### config.mk
export PLATFORM = sky130hd
export DESIGN_NAME = rgb_led_chain_refresh
export DESIGN_NICKNAME = d
export VERILOG_FILES = /design/src/rtl/rlcr_pkg.sv /design/src/rtl/rlcr_store.sv /design/src/rtl/rlcr_cfg.sv /design/src/rtl/rlcr_seq.sv /design/src/rtl/rgb_led_chain_refresh.sv
export SDC_FILE = /design/constraint.sdc
export NUM_CORES = 1
export LEC_CHECK = 0
export ABC_AREA = 1
export BUFFER_PORTS_ARGS = -buffer_cell sky130_fd_sc_hd__buf_4
export CORE_MARGIN = 2
export CORE_UTILIZATION = 57
export DETAILED_ROUTE_END_ITERATION = 10
export PLACE_DENSITY_LB_ADDON = 0.08
export SLEW_MARGIN = 0
export SYNTH_ARGS = -nofsm -noshare
export SYNTH_HDL_FRONTEND = slang
export SYNTH_HIERARCHICAL = 1
export SYNTH_SLANG_ARGS = --single-unit
### constraint.sdc
create_clock -name clk -period 5.75 [get_ports clk]
set_input_delay 0.575 -clock clk [delete_from_list [all_inputs] [get_ports clk]]
set_output_delay 0.575 -clock clk [all_outputs]
set_load 0.1 [all_outputs]
### src/rtl/rlcr_pkg.sv
// ----------------------------------------------------------------------------
// rlcr_pkg
// Shared types and codes for the RGB LED chain refresh block: action codes,
// packet modes, register indexes and the colour entry layout.
// ----------------------------------------------------------------------------
package rlcr_pkg;

  // input actions
  localparam logic [1:0] ACT_SET     = 2'd0;
  localparam logic [1:0] ACT_READ    = 2'd1;
  localparam logic [1:0] ACT_REFRESH = 2'd2;

  // result kinds
  localparam logic KIND_PACKET = 1'b0;
  localparam logic KIND_REPLY  = 1'b1;

  // packet modes
  localparam logic [1:0] MODE_PWM = 2'b00;
  localparam logic [1:0] MODE_CUR = 2'b01;

  // configuration register indexes
  localparam logic [1:0] CFG_CUR_RED   = 2'd0;
  localparam logic [1:0] CFG_CUR_GREEN = 2'd1;
  localparam logic [1:0] CFG_CUR_BLUE  = 2'd2;

  // current register reset values
  localparam logic [6:0] RST_CUR_RED   = 7'd120;
  localparam logic [6:0] RST_CUR_GREEN = 7'd100;
  localparam logic [6:0] RST_CUR_BLUE  = 7'd100;

  localparam int unsigned COL_W = 10;
  localparam int unsigned CUR_W = 7;

  // one store entry, holding the values as the caller gave them
  typedef struct packed {
    logic [COL_W-1:0] blue;
    logic [COL_W-1:0] red;
    logic [COL_W-1:0] green;
  } colour_t;

  // current-control register set
  typedef struct packed {
    logic [CUR_W-1:0] blue;
    logic [CUR_W-1:0] green;
    logic [CUR_W-1:0] red;
  } cur_t;

  // store access strobes
  typedef struct packed {
    logic wr_en;
    logic rd_en;
  } store_ctl_t;

endpackage

### src/rtl/rlcr_store.sv
// ----------------------------------------------------------------------------
// rlcr_store
// Colour store: one synchronous memory with a registered read port and one
// valid flag per entry, so that reset clears every entry at once.
// ----------------------------------------------------------------------------
module rlcr_store
  import rlcr_pkg::*;
#(
  parameter int unsigned DEPTH = 8,
  parameter int unsigned AW    = 3
) (
  input  logic          clk,
  input  logic          rst_n,
  input  store_ctl_t    ctl,
  input  logic [AW-1:0] wr_addr,
  input  colour_t       wr_data,
  input  logic [AW-1:0] rd_addr,
  output colour_t       rd_data
);

  colour_t          mem_r [DEPTH];
  logic [DEPTH-1:0] valid_r;
  colour_t          rd_q_r;
  logic             rd_vld_r;

  // write port
  always_ff @(posedge clk) begin
    if (ctl.wr_en) begin
      mem_r[wr_addr] <= wr_data;
    end
  end

  // mark written entries, clear all at reset
  always_ff @(posedge clk) begin
    if (!rst_n) begin
      valid_r <= '0;
    end else if (ctl.wr_en) begin
      valid_r[wr_addr] <= 1'b1;
    end
  end

  // registered read port
  always_ff @(posedge clk) begin
    if (ctl.rd_en) begin
      rd_q_r   <= mem_r[rd_addr];
      rd_vld_r <= valid_r[rd_addr];
    end
  end

  // entries never written read as zero
  assign rd_data = rd_vld_r ? rd_q_r : '0;

endmodule

### src/rtl/rlcr_cfg.sv
// ----------------------------------------------------------------------------
// rlcr_cfg
// Current-control registers, written through the plain write port.
// ----------------------------------------------------------------------------
module rlcr_cfg
  import rlcr_pkg::*;
(
  input  logic             clk,
  input  logic             rst_n,
  input  logic             cfg_we,
  input  logic [1:0]       cfg_index,
  input  logic [CUR_W-1:0] cfg_wdata,
  output cur_t             cur
);

  cur_t cur_r;

  // decode the index, drop writes beyond the register list
  always_ff @(posedge clk) begin
    if (!rst_n) begin
      cur_r.red   <= RST_CUR_RED;
      cur_r.green <= RST_CUR_GREEN;
      cur_r.blue  <= RST_CUR_BLUE;
    end else if (cfg_we) begin
      case (cfg_index)
        CFG_CUR_RED:   cur_r.red   <= cfg_wdata;
        CFG_CUR_GREEN: cur_r.green <= cfg_wdata;
        CFG_CUR_BLUE:  cur_r.blue  <= cfg_wdata;
        default: begin
        end
      endcase
    end
  end

  assign cur = cur_r;

endmodule

### src/rtl/rlcr_seq.sv
// ----------------------------------------------------------------------------
// rlcr_seq
// Action sequencer: decodes input words, drives the store ports, walks the
// store for a refresh and holds the result word in an output register.
// ----------------------------------------------------------------------------
module rlcr_seq
  import rlcr_pkg::*;
#(
  parameter int unsigned LED_COUNT = 8,
  parameter int unsigned AW        = 3
) (
  input  logic             clk,
  input  logic             rst_n,
  // input word
  input  logic             in_tvalid,
  output logic             in_tready,
  input  logic [1:0]       in_action,
  input  logic [2:0]       in_led_index,
  input  colour_t          in_colour,
  // registers
  input  cur_t             cur,
  // store
  output store_ctl_t       st_ctl,
  output logic [AW-1:0]    st_waddr,
  output colour_t          st_wdata,
  output logic [AW-1:0]    st_raddr,
  input  colour_t          st_rdata,
  // result word
  output logic             out_tvalid,
  input  logic             out_tready,
  output logic             out_kind,
  output logic [31:0]      out_word,
  output logic             out_blank,
  output logic             out_latch,
  output colour_t          out_colour,
  output logic             out_last
);

  localparam logic [AW-1:0] LAST_IDX = AW'(LED_COUNT - 1);

  typedef enum logic [3:0] {
    ST_IDLE = 4'b0001,
    ST_RD   = 4'b0010,
    ST_PWM  = 4'b0100,
    ST_CUR  = 4'b1000
  } state_t;

  state_t        state_r, state_nxt;
  logic [AW-1:0] cnt_r, cnt_nxt;
  logic          rd_pend_r, rd_pend_nxt;
  logic          rd_oor_r, rd_oor_nxt;

  logic          out_vld_r, out_vld_nxt;
  logic          out_kind_r, out_kind_nxt;
  logic [31:0]   out_word_r, out_word_nxt;
  logic          out_blank_r, out_blank_nxt;
  logic          out_latch_r, out_latch_nxt;
  colour_t       out_col_r, out_col_nxt;
  logic          out_last_r, out_last_nxt;

  logic          out_free;
  logic          in_acc;
  logic [5:0]    idx_ext;
  logic          in_range;
  logic          pwm_issue;
  logic          ld;

  assign out_free  = !out_vld_r || out_tready;
  assign in_tready = (state_r == ST_IDLE) && out_free;
  assign in_acc    = in_tvalid && in_tready;

  // range check of the requested entry
  assign idx_ext  = {3'b000, in_led_index};
  assign in_range = idx_ext < 6'(LED_COUNT);

  // one store read per PWM packet, issued once the output slot drains
  assign pwm_issue = (state_r == ST_PWM) && !rd_pend_r && out_free;

  // store ports; a refresh never overlaps a write, so no forwarding is needed
  assign st_ctl.wr_en = in_acc && (in_action == ACT_SET) && in_range;
  assign st_ctl.rd_en = (in_acc && (in_action == ACT_READ) && in_range) || pwm_issue;
  assign st_waddr     = idx_ext[AW-1:0];
  assign st_wdata     = in_colour;
  assign st_raddr     = (state_r == ST_PWM) ? cnt_r : idx_ext[AW-1:0];

  // sequence control and result formation
  always_comb begin
    state_nxt     = state_r;
    cnt_nxt       = cnt_r;
    rd_pend_nxt   = rd_pend_r;
    rd_oor_nxt    = rd_oor_r;
    ld            = 1'b0;
    out_kind_nxt  = out_kind_r;
    out_word_nxt  = out_word_r;
    out_blank_nxt = out_blank_r;
    out_latch_nxt = out_latch_r;
    out_col_nxt   = out_col_r;
    out_last_nxt  = out_last_r;

    case (state_r)
      ST_IDLE: begin
        if (in_acc) begin
          case (in_action)
            ACT_READ: begin
              state_nxt  = ST_RD;
              rd_oor_nxt = !in_range;
            end
            ACT_REFRESH: begin
              state_nxt   = ST_PWM;
              cnt_nxt     = '0;
              rd_pend_nxt = 1'b0;
            end
            default: begin
            end
          endcase
        end
      end
      ST_RD: begin
        // read data is back, the output slot is free here
        ld            = 1'b1;
        out_kind_nxt  = KIND_REPLY;
        out_word_nxt  = '0;
        out_blank_nxt = 1'b0;
        out_latch_nxt = 1'b0;
        out_col_nxt   = rd_oor_r ? '0 : st_rdata;
        out_last_nxt  = 1'b1;
        state_nxt     = ST_IDLE;
      end
      ST_PWM: begin
        if (pwm_issue) begin
          rd_pend_nxt = 1'b1;
        end
        if (rd_pend_r) begin
          // red field carries the green slot, green field the red slot
          ld            = 1'b1;
          rd_pend_nxt   = 1'b0;
          out_kind_nxt  = KIND_PACKET;
          out_word_nxt  = {MODE_PWM, st_rdata.blue, st_rdata.green, st_rdata.red};
          out_blank_nxt = (cnt_r == '0);
          out_latch_nxt = (cnt_r == LAST_IDX);
          out_col_nxt   = '0;
          out_last_nxt  = 1'b0;
          if (cnt_r == LAST_IDX) begin
            cnt_nxt   = '0;
            state_nxt = ST_CUR;
          end else begin
            cnt_nxt = cnt_r + 1'b1;
          end
        end
      end
      ST_CUR: begin
        if (out_free) begin
          ld            = 1'b1;
          out_kind_nxt  = KIND_PACKET;
          out_word_nxt  = {MODE_CUR, 3'b000, cur.blue, 3'b000, cur.red,
                           3'b000, cur.green};
          out_blank_nxt = 1'b0;
          out_latch_nxt = (cnt_r == LAST_IDX);
          out_col_nxt   = '0;
          out_last_nxt  = (cnt_r == LAST_IDX);
          if (cnt_r == LAST_IDX) begin
            cnt_nxt   = '0;
            state_nxt = ST_IDLE;
          end else begin
            cnt_nxt = cnt_r + 1'b1;
          end
        end
      end
      default: begin
        state_nxt = ST_IDLE;
      end
    endcase

    if (ld) begin
      out_vld_nxt = 1'b1;
    end else if (out_tready) begin
      out_vld_nxt = 1'b0;
    end else begin
      out_vld_nxt = out_vld_r;
    end
  end

  // control state
  always_ff @(posedge clk) begin
    if (!rst_n) begin
      state_r   <= ST_IDLE;
      cnt_r     <= '0;
      rd_pend_r <= 1'b0;
      out_vld_r <= 1'b0;
    end else begin
      state_r   <= state_nxt;
      cnt_r     <= cnt_nxt;
      rd_pend_r <= rd_pend_nxt;
      out_vld_r <= out_vld_nxt;
    end
  end

  // payload
  always_ff @(posedge clk) begin
    rd_oor_r    <= rd_oor_nxt;
    out_kind_r  <= out_kind_nxt;
    out_word_r  <= out_word_nxt;
    out_blank_r <= out_blank_nxt;
    out_latch_r <= out_latch_nxt;
    out_col_r   <= out_col_nxt;
    out_last_r  <= out_last_nxt;
  end

  assign out_tvalid = out_vld_r;
  assign out_kind   = out_kind_r;
  assign out_word   = out_word_r;
  assign out_blank  = out_blank_r;
  assign out_latch  = out_latch_r;
  assign out_colour = out_col_r;
  assign out_last   = out_last_r;

  // a pending read reply always finds the output slot empty
  a_rd_slot_free: assert property (@(posedge clk) disable iff (!rst_n)
    (state_r == ST_RD) |-> !out_vld_r)
    else $error("read reply would overwrite a waiting word");

  // a returning PWM read always finds the output slot empty
  a_pwm_slot_free: assert property (@(posedge clk) disable iff (!rst_n)
    rd_pend_r |-> !out_vld_r)
    else $error("PWM packet would overwrite a waiting word");

  // the walk counter stays inside the chain
  a_cnt_range: assert property (@(posedge clk) disable iff (!rst_n)
    cnt_r <= LAST_IDX)
    else $error("walk counter beyond last LED");

  // a final word is a read reply or a latched packet
  a_last_latch: assert property (@(posedge clk) disable iff (!rst_n)
    (out_vld_r && out_last_r) |-> (out_kind_r == KIND_REPLY || out_latch_r))
    else $error("final word without latch");

  // no input is taken while a refresh is in progress
  a_no_acc_refresh: assert property (@(posedge clk) disable iff (!rst_n)
    (state_r == ST_PWM || state_r == ST_CUR) |-> !in_acc)
    else $error("input accepted during refresh");

endmodule

### src/rtl/rgb_led_chain_refresh.sv
// ----------------------------------------------------------------------------
// rgb_led_chain_refresh
// Driver core for a chain of RGB LED controllers with a per-LED colour store.
// ----------------------------------------------------------------------------
// Usage:
//   in_*  : one word per action. in_tuser carries the action (set, read,
//           refresh); in_tdata carries the LED index and the colour.
//   out_* : result words. A read gives one reply (tuser kind = 1). A refresh
//           gives LED_COUNT PWM packets then LED_COUNT current packets, with
//           blank on the first PWM packet, latch on the last of each phase,
//           tlast on the final one.
//   cfg_* : current-control registers, written only while idle by the
//           user; the block itself does not enforce this.
// Actions: a set or an undefined action gives nothing. A read goes
//   through the registered store read port, its reply registered. In a
//   refresh each PWM packet costs a store read plus a load of the output
//   register, each current packet a load of the output register only.
// Reset clears the whole store at once through per-entry valid flags; no
//   clearing pass. When the receiver stalls, the output register holds and
//   the walk pauses; a new word is taken when idle and the slot drains.
// ----------------------------------------------------------------------------
module rgb_led_chain_refresh
  import rlcr_pkg::*;
#(
  parameter int unsigned LED_COUNT = 8
) (
  input  logic        clk,
  input  logic        rst_n,
  // input: tdata = led_index[2:0], red_in[12:3], green_in[22:13],
  //        blue_in[32:23], zero fill; tuser = action[1:0]
  input  logic        in_tvalid,
  output logic        in_tready,
  input  logic [39:0] in_tdata,
  input  logic [1:0]  in_tuser,
  // output: tdata = packet_word[31:0], red_out[41:32], green_out[51:42],
  //         blue_out[61:52], zero fill; tuser = kind[0], blank_before[1],
  //         latch_after[2]
  output logic        out_tvalid,
  input  logic        out_tready,
  output logic [63:0] out_tdata,
  output logic [2:0]  out_tuser,
  output logic        out_tlast,
  // configuration
  input  logic        cfg_we,
  input  logic [1:0]  cfg_index,
  input  logic [6:0]  cfg_wdata
);

  localparam int unsigned AW = (LED_COUNT > 1) ? $clog2(LED_COUNT) : 1;

  cur_t          cur;
  store_ctl_t    st_ctl;
  logic [AW-1:0] st_waddr;
  logic [AW-1:0] st_raddr;
  colour_t       st_wdata;
  colour_t       st_rdata;
  colour_t       in_colour;
  colour_t       out_colour;
  logic          out_kind;
  logic [31:0]   out_word;
  logic          out_blank;
  logic          out_latch;

  // unpack the input word
  assign in_colour.red   = in_tdata[12:3];
  assign in_colour.green = in_tdata[22:13];
  assign in_colour.blue  = in_tdata[32:23];

  rlcr_cfg u_cfg (
    .clk       (clk),
    .rst_n     (rst_n),
    .cfg_we    (cfg_we),
    .cfg_index (cfg_index),
    .cfg_wdata (cfg_wdata),
    .cur       (cur)
  );

  rlcr_store #(
    .DEPTH (LED_COUNT),
    .AW    (AW)
  ) u_store (
    .clk     (clk),
    .rst_n   (rst_n),
    .ctl     (st_ctl),
    .wr_addr (st_waddr),
    .wr_data (st_wdata),
    .rd_addr (st_raddr),
    .rd_data (st_rdata)
  );

  rlcr_seq #(
    .LED_COUNT (LED_COUNT),
    .AW        (AW)
  ) u_seq (
    .clk          (clk),
    .rst_n        (rst_n),
    .in_tvalid    (in_tvalid),
    .in_tready    (in_tready),
    .in_action    (in_tuser),
    .in_led_index (in_tdata[2:0]),
    .in_colour    (in_colour),
    .cur          (cur),
    .st_ctl       (st_ctl),
    .st_waddr     (st_waddr),
    .st_wdata     (st_wdata),
    .st_raddr     (st_raddr),
    .st_rdata     (st_rdata),
    .out_tvalid   (out_tvalid),
    .out_tready   (out_tready),
    .out_kind     (out_kind),
    .out_word     (out_word),
    .out_blank    (out_blank),
    .out_latch    (out_latch),
    .out_colour   (out_colour),
    .out_last     (out_tlast)
  );

  // pack the result word
  assign out_tdata = {2'b00, out_colour.blue, out_colour.green, out_colour.red, out_word};
  assign out_tuser = {out_latch, out_blank, out_kind};

endmodule

==> results.yml <==
synth:
  synth_mux_area_share_pct: 0
  ys_warn_count: 6
  synth-compound-area-share_pct: 1.43
  seq_area_frac_synth_pct: 66.1
  synthXorXnorAreaFrac_pct: 0
  syn_area_mm2: 0.0164
  synth_cells: 1662
  synth_seq_cells: 374
  synth_simple_gate_area_share_pct: 19.8
  syn_avg_cell_area_um2: 9.87
  synth.distinct_cells: 31
  synth_fa_ha_area_share_pct: 0.229
  synth_top_family_by_area: "simple AND/OR/NAND/NOR gates"
sta:
  final_hold_viol_count: 0
  tightest_slew_ps: 967
  whs_ps: 278
  setup_tns_ps: 0
  slew_violations: 0
  setup_viol_count_final: 0
  fmaxAchievable_mhz: 294
  relSlewSlack_pct: 35.5
  post-route-period-util_pct: 59.2
  rsz0062_at_grt: "false"
  final.setup_skew_ps: 12.2
  min_period_ps: 3400
pwr:
  pwr_density_cell_mw_per_mm2: 391
  p_leak_nw: 8.42
  peakVddDrop_uv: 252
grt:
  overflow: 0
  grt_pass1_vias: 9991
  grt_max_degree: 79
  antenna_found_initial: 0
  grt_usage_pct: 22.4
  grt_pass1_wl_um: 53000
placement:
  place_inst: 2075
  place_area_mm2: 0.0172
  gp_congestion: 0.798
  portBuffers: 115
  dp_hpwl_um: 18900
drt:
  drt_iter0_drc: 780
  drtAntennaViolNets: 0
  first_pass_iters: 5
  detail_route.vias_per_cell: 4.88
  num_vias: 10500
  drt-total-wl_um: 33200
  route.detailed.drc: 0
  wl_per_cell_um: 15.5
min_path:
  min_from: "in_tdata[31]"
  min_path_type: "primary input to register"
critical_path:
  r2r_start: "u_seq/state_r[2]$_SDFFE_PN0P_"
  cp_top_family: "buffers and inverters"
  end_kind: "register"
  worstSetupPathType: "register to register"
  cp.required_ps: 6010
  path_max_fanout: 67
  cp.arrival_ps: 3660
  crit_path_frequent_cell: "nand2_1"
  startpoint: "u_seq/state_r[2]$_SDFFE_PN0P_"
  cpMaxStageDelayCell: "inv_4"
  critPathLaunchType: "register"
  crit_buf_inv: 4
  cp_slowest_stage_delay_ps: 600
  path_cells: "inv_2, nor2_4, nand2_4, nand2_1, o21ai_4, buf_4, inv_4, buf_4, nand2_1, nand3_1, nand2_1, nand2_1, nand2_1"
  regToRegSetupSlack_ps: 2350
layout:
  fin_cells: 2142
  layout.cells.most_common_list: "nand2_1 (516), inv_1 (348), edfxtp_1 (336), nand3_1 (151), buf_4 (133)"
  areaGrowthSynthToFinish_pct: 12.3
  design_area_mm2: 0.0184
  layout_commonest_cell: "nand2_1"
  antennaDiodeCount: 0
  fin_util_pct: 64.5
  drive_gt1_share_pct: 12.2
  fillers: 2269
  fin_nets: 1791
clocking:
  clock_sinks: 374
  root_buffer: "clkbuf_16"
  clk_latency_ps: 520
  cts-resized-gates: 0
  cts_tree: "done"
  cts_buffer_depth: 3
  post_cts_buffers: 0
  h-tree-depth: 2
  cts_hold_buffers: 0
  clk_pin_slew_ps: 60
  numCtsBuffers: 39
floorplanning:
  dieHeight_um: 174
  initial_utilization_pct: 57.5
  coreArea_mm2: 0.0285
  die_x_um: 174
  fp-row-count: 62
  num_io_pins: 126
  die_area_mm2: 0.0302
status:
  status: "finished clean"
run:
  drv_cap: 0
## worst register-to-register path, delay by kind of cell, from the launching register on
| family | cells | cell delay (ps) |
|---|---|---|
| AO/OA/AOI/OAI | 1 | 70 |
| buffers and inverters | 4 | 1500 |
| flip-flops | 1 | 440 |
| AND/OR/NAND/NOR | 8 | 1150 |
## final cells by class
cell class | instances | area (um^2) | area share (%)
timing repair buffer | 133 | 998 | 5.42
clock inverter | 19 | 165 | 0.897
tap | 384 | 480 | 2.61
multi-input combinational | 827 | 3570 | 19.4
inverter | 357 | 1340 | 7.29
clock buffer | 48 | 1010 | 5.48
sequential | 374 | 10900 | 58.9
## stage by stage
step                      setup WS [ps]  power, mW
after CTS                          2350       7.25
after global placement             2400       4.89
after detailed placement           2360       4.91
after global routing               2100       7.49
final                              2350       7.20
after floorplan                     650       4.59
## worst paths after layout
kind	depth (start not counted)	to
setup / recovery	13	u_store/rd_q_r[18]$_DFFE_PP_
setup reg to reg	13	u_store/rd_q_r[18]$_DFFE_PP_
hold / removal	1	u_store/mem_r[5][28]$_DFFE_PP_
hold reg to reg	2	u_cfg/cur[6]$_SDFFE_PN1P_
## report_power, final
part / total, mW / switching, mW / internal, mW
combinational: 1.60 / 1.24 / 0.359
sequential: 3.26 / 0.0740 / 3.18
clock: 2.34 / 0.968 / 1.38
total: 7.20 / 2.28 / 4.92
## cell families (layout without fill, tap and decap cells)
group                    count (synthesis)  count (layout)
other                                    2               3
flip-flops                             374             374
adder cells (fa/ha/maj)                  3               3
buffers and inverters                  462             557
AO/OA/AOI/OAI                           44              44
AND/OR/NAND/NOR                        777             777
## cells in the mapped netlist, drive strengths merged
master  number  share of area, %
a21oi       16              0.49
a31oi        2             0.076
buf         87               3.7
clkbuf      18              0.47
conb         2             0.046
dfxtp       38               4.6
edfxtp     336                61
ha           3              0.23
inv        357               8.2
nand2      520                12
nand3      157               5.0
nand4        9              0.34
nor2        88               2.3
nor3         1             0.030
nor3b        1             0.046
o21ai       26              0.86
or2          1             0.038
## state kept, by name, summed over array words and instances (netlist names), 3 cells and up
signal and cells:
u_store/mem_r 240, u_seq/out_word 31, u_seq/out_colour 30, u_store/rd_q_r 30
u_cfg/cur 21, u_store/valid_r 8, u_seq/state_r 4, u_seq/cnt_r 3
## per-layer routing
layer	share of wire [%]	track usage, %	up-vias
li1	-	-	5266
met1	45	30.9	4851
met2	47	37.5	286
met3	6.1	3.60	57
met4	2.0	6.09	0
met5	0	0	-
(Power assumes the default switching activity.)
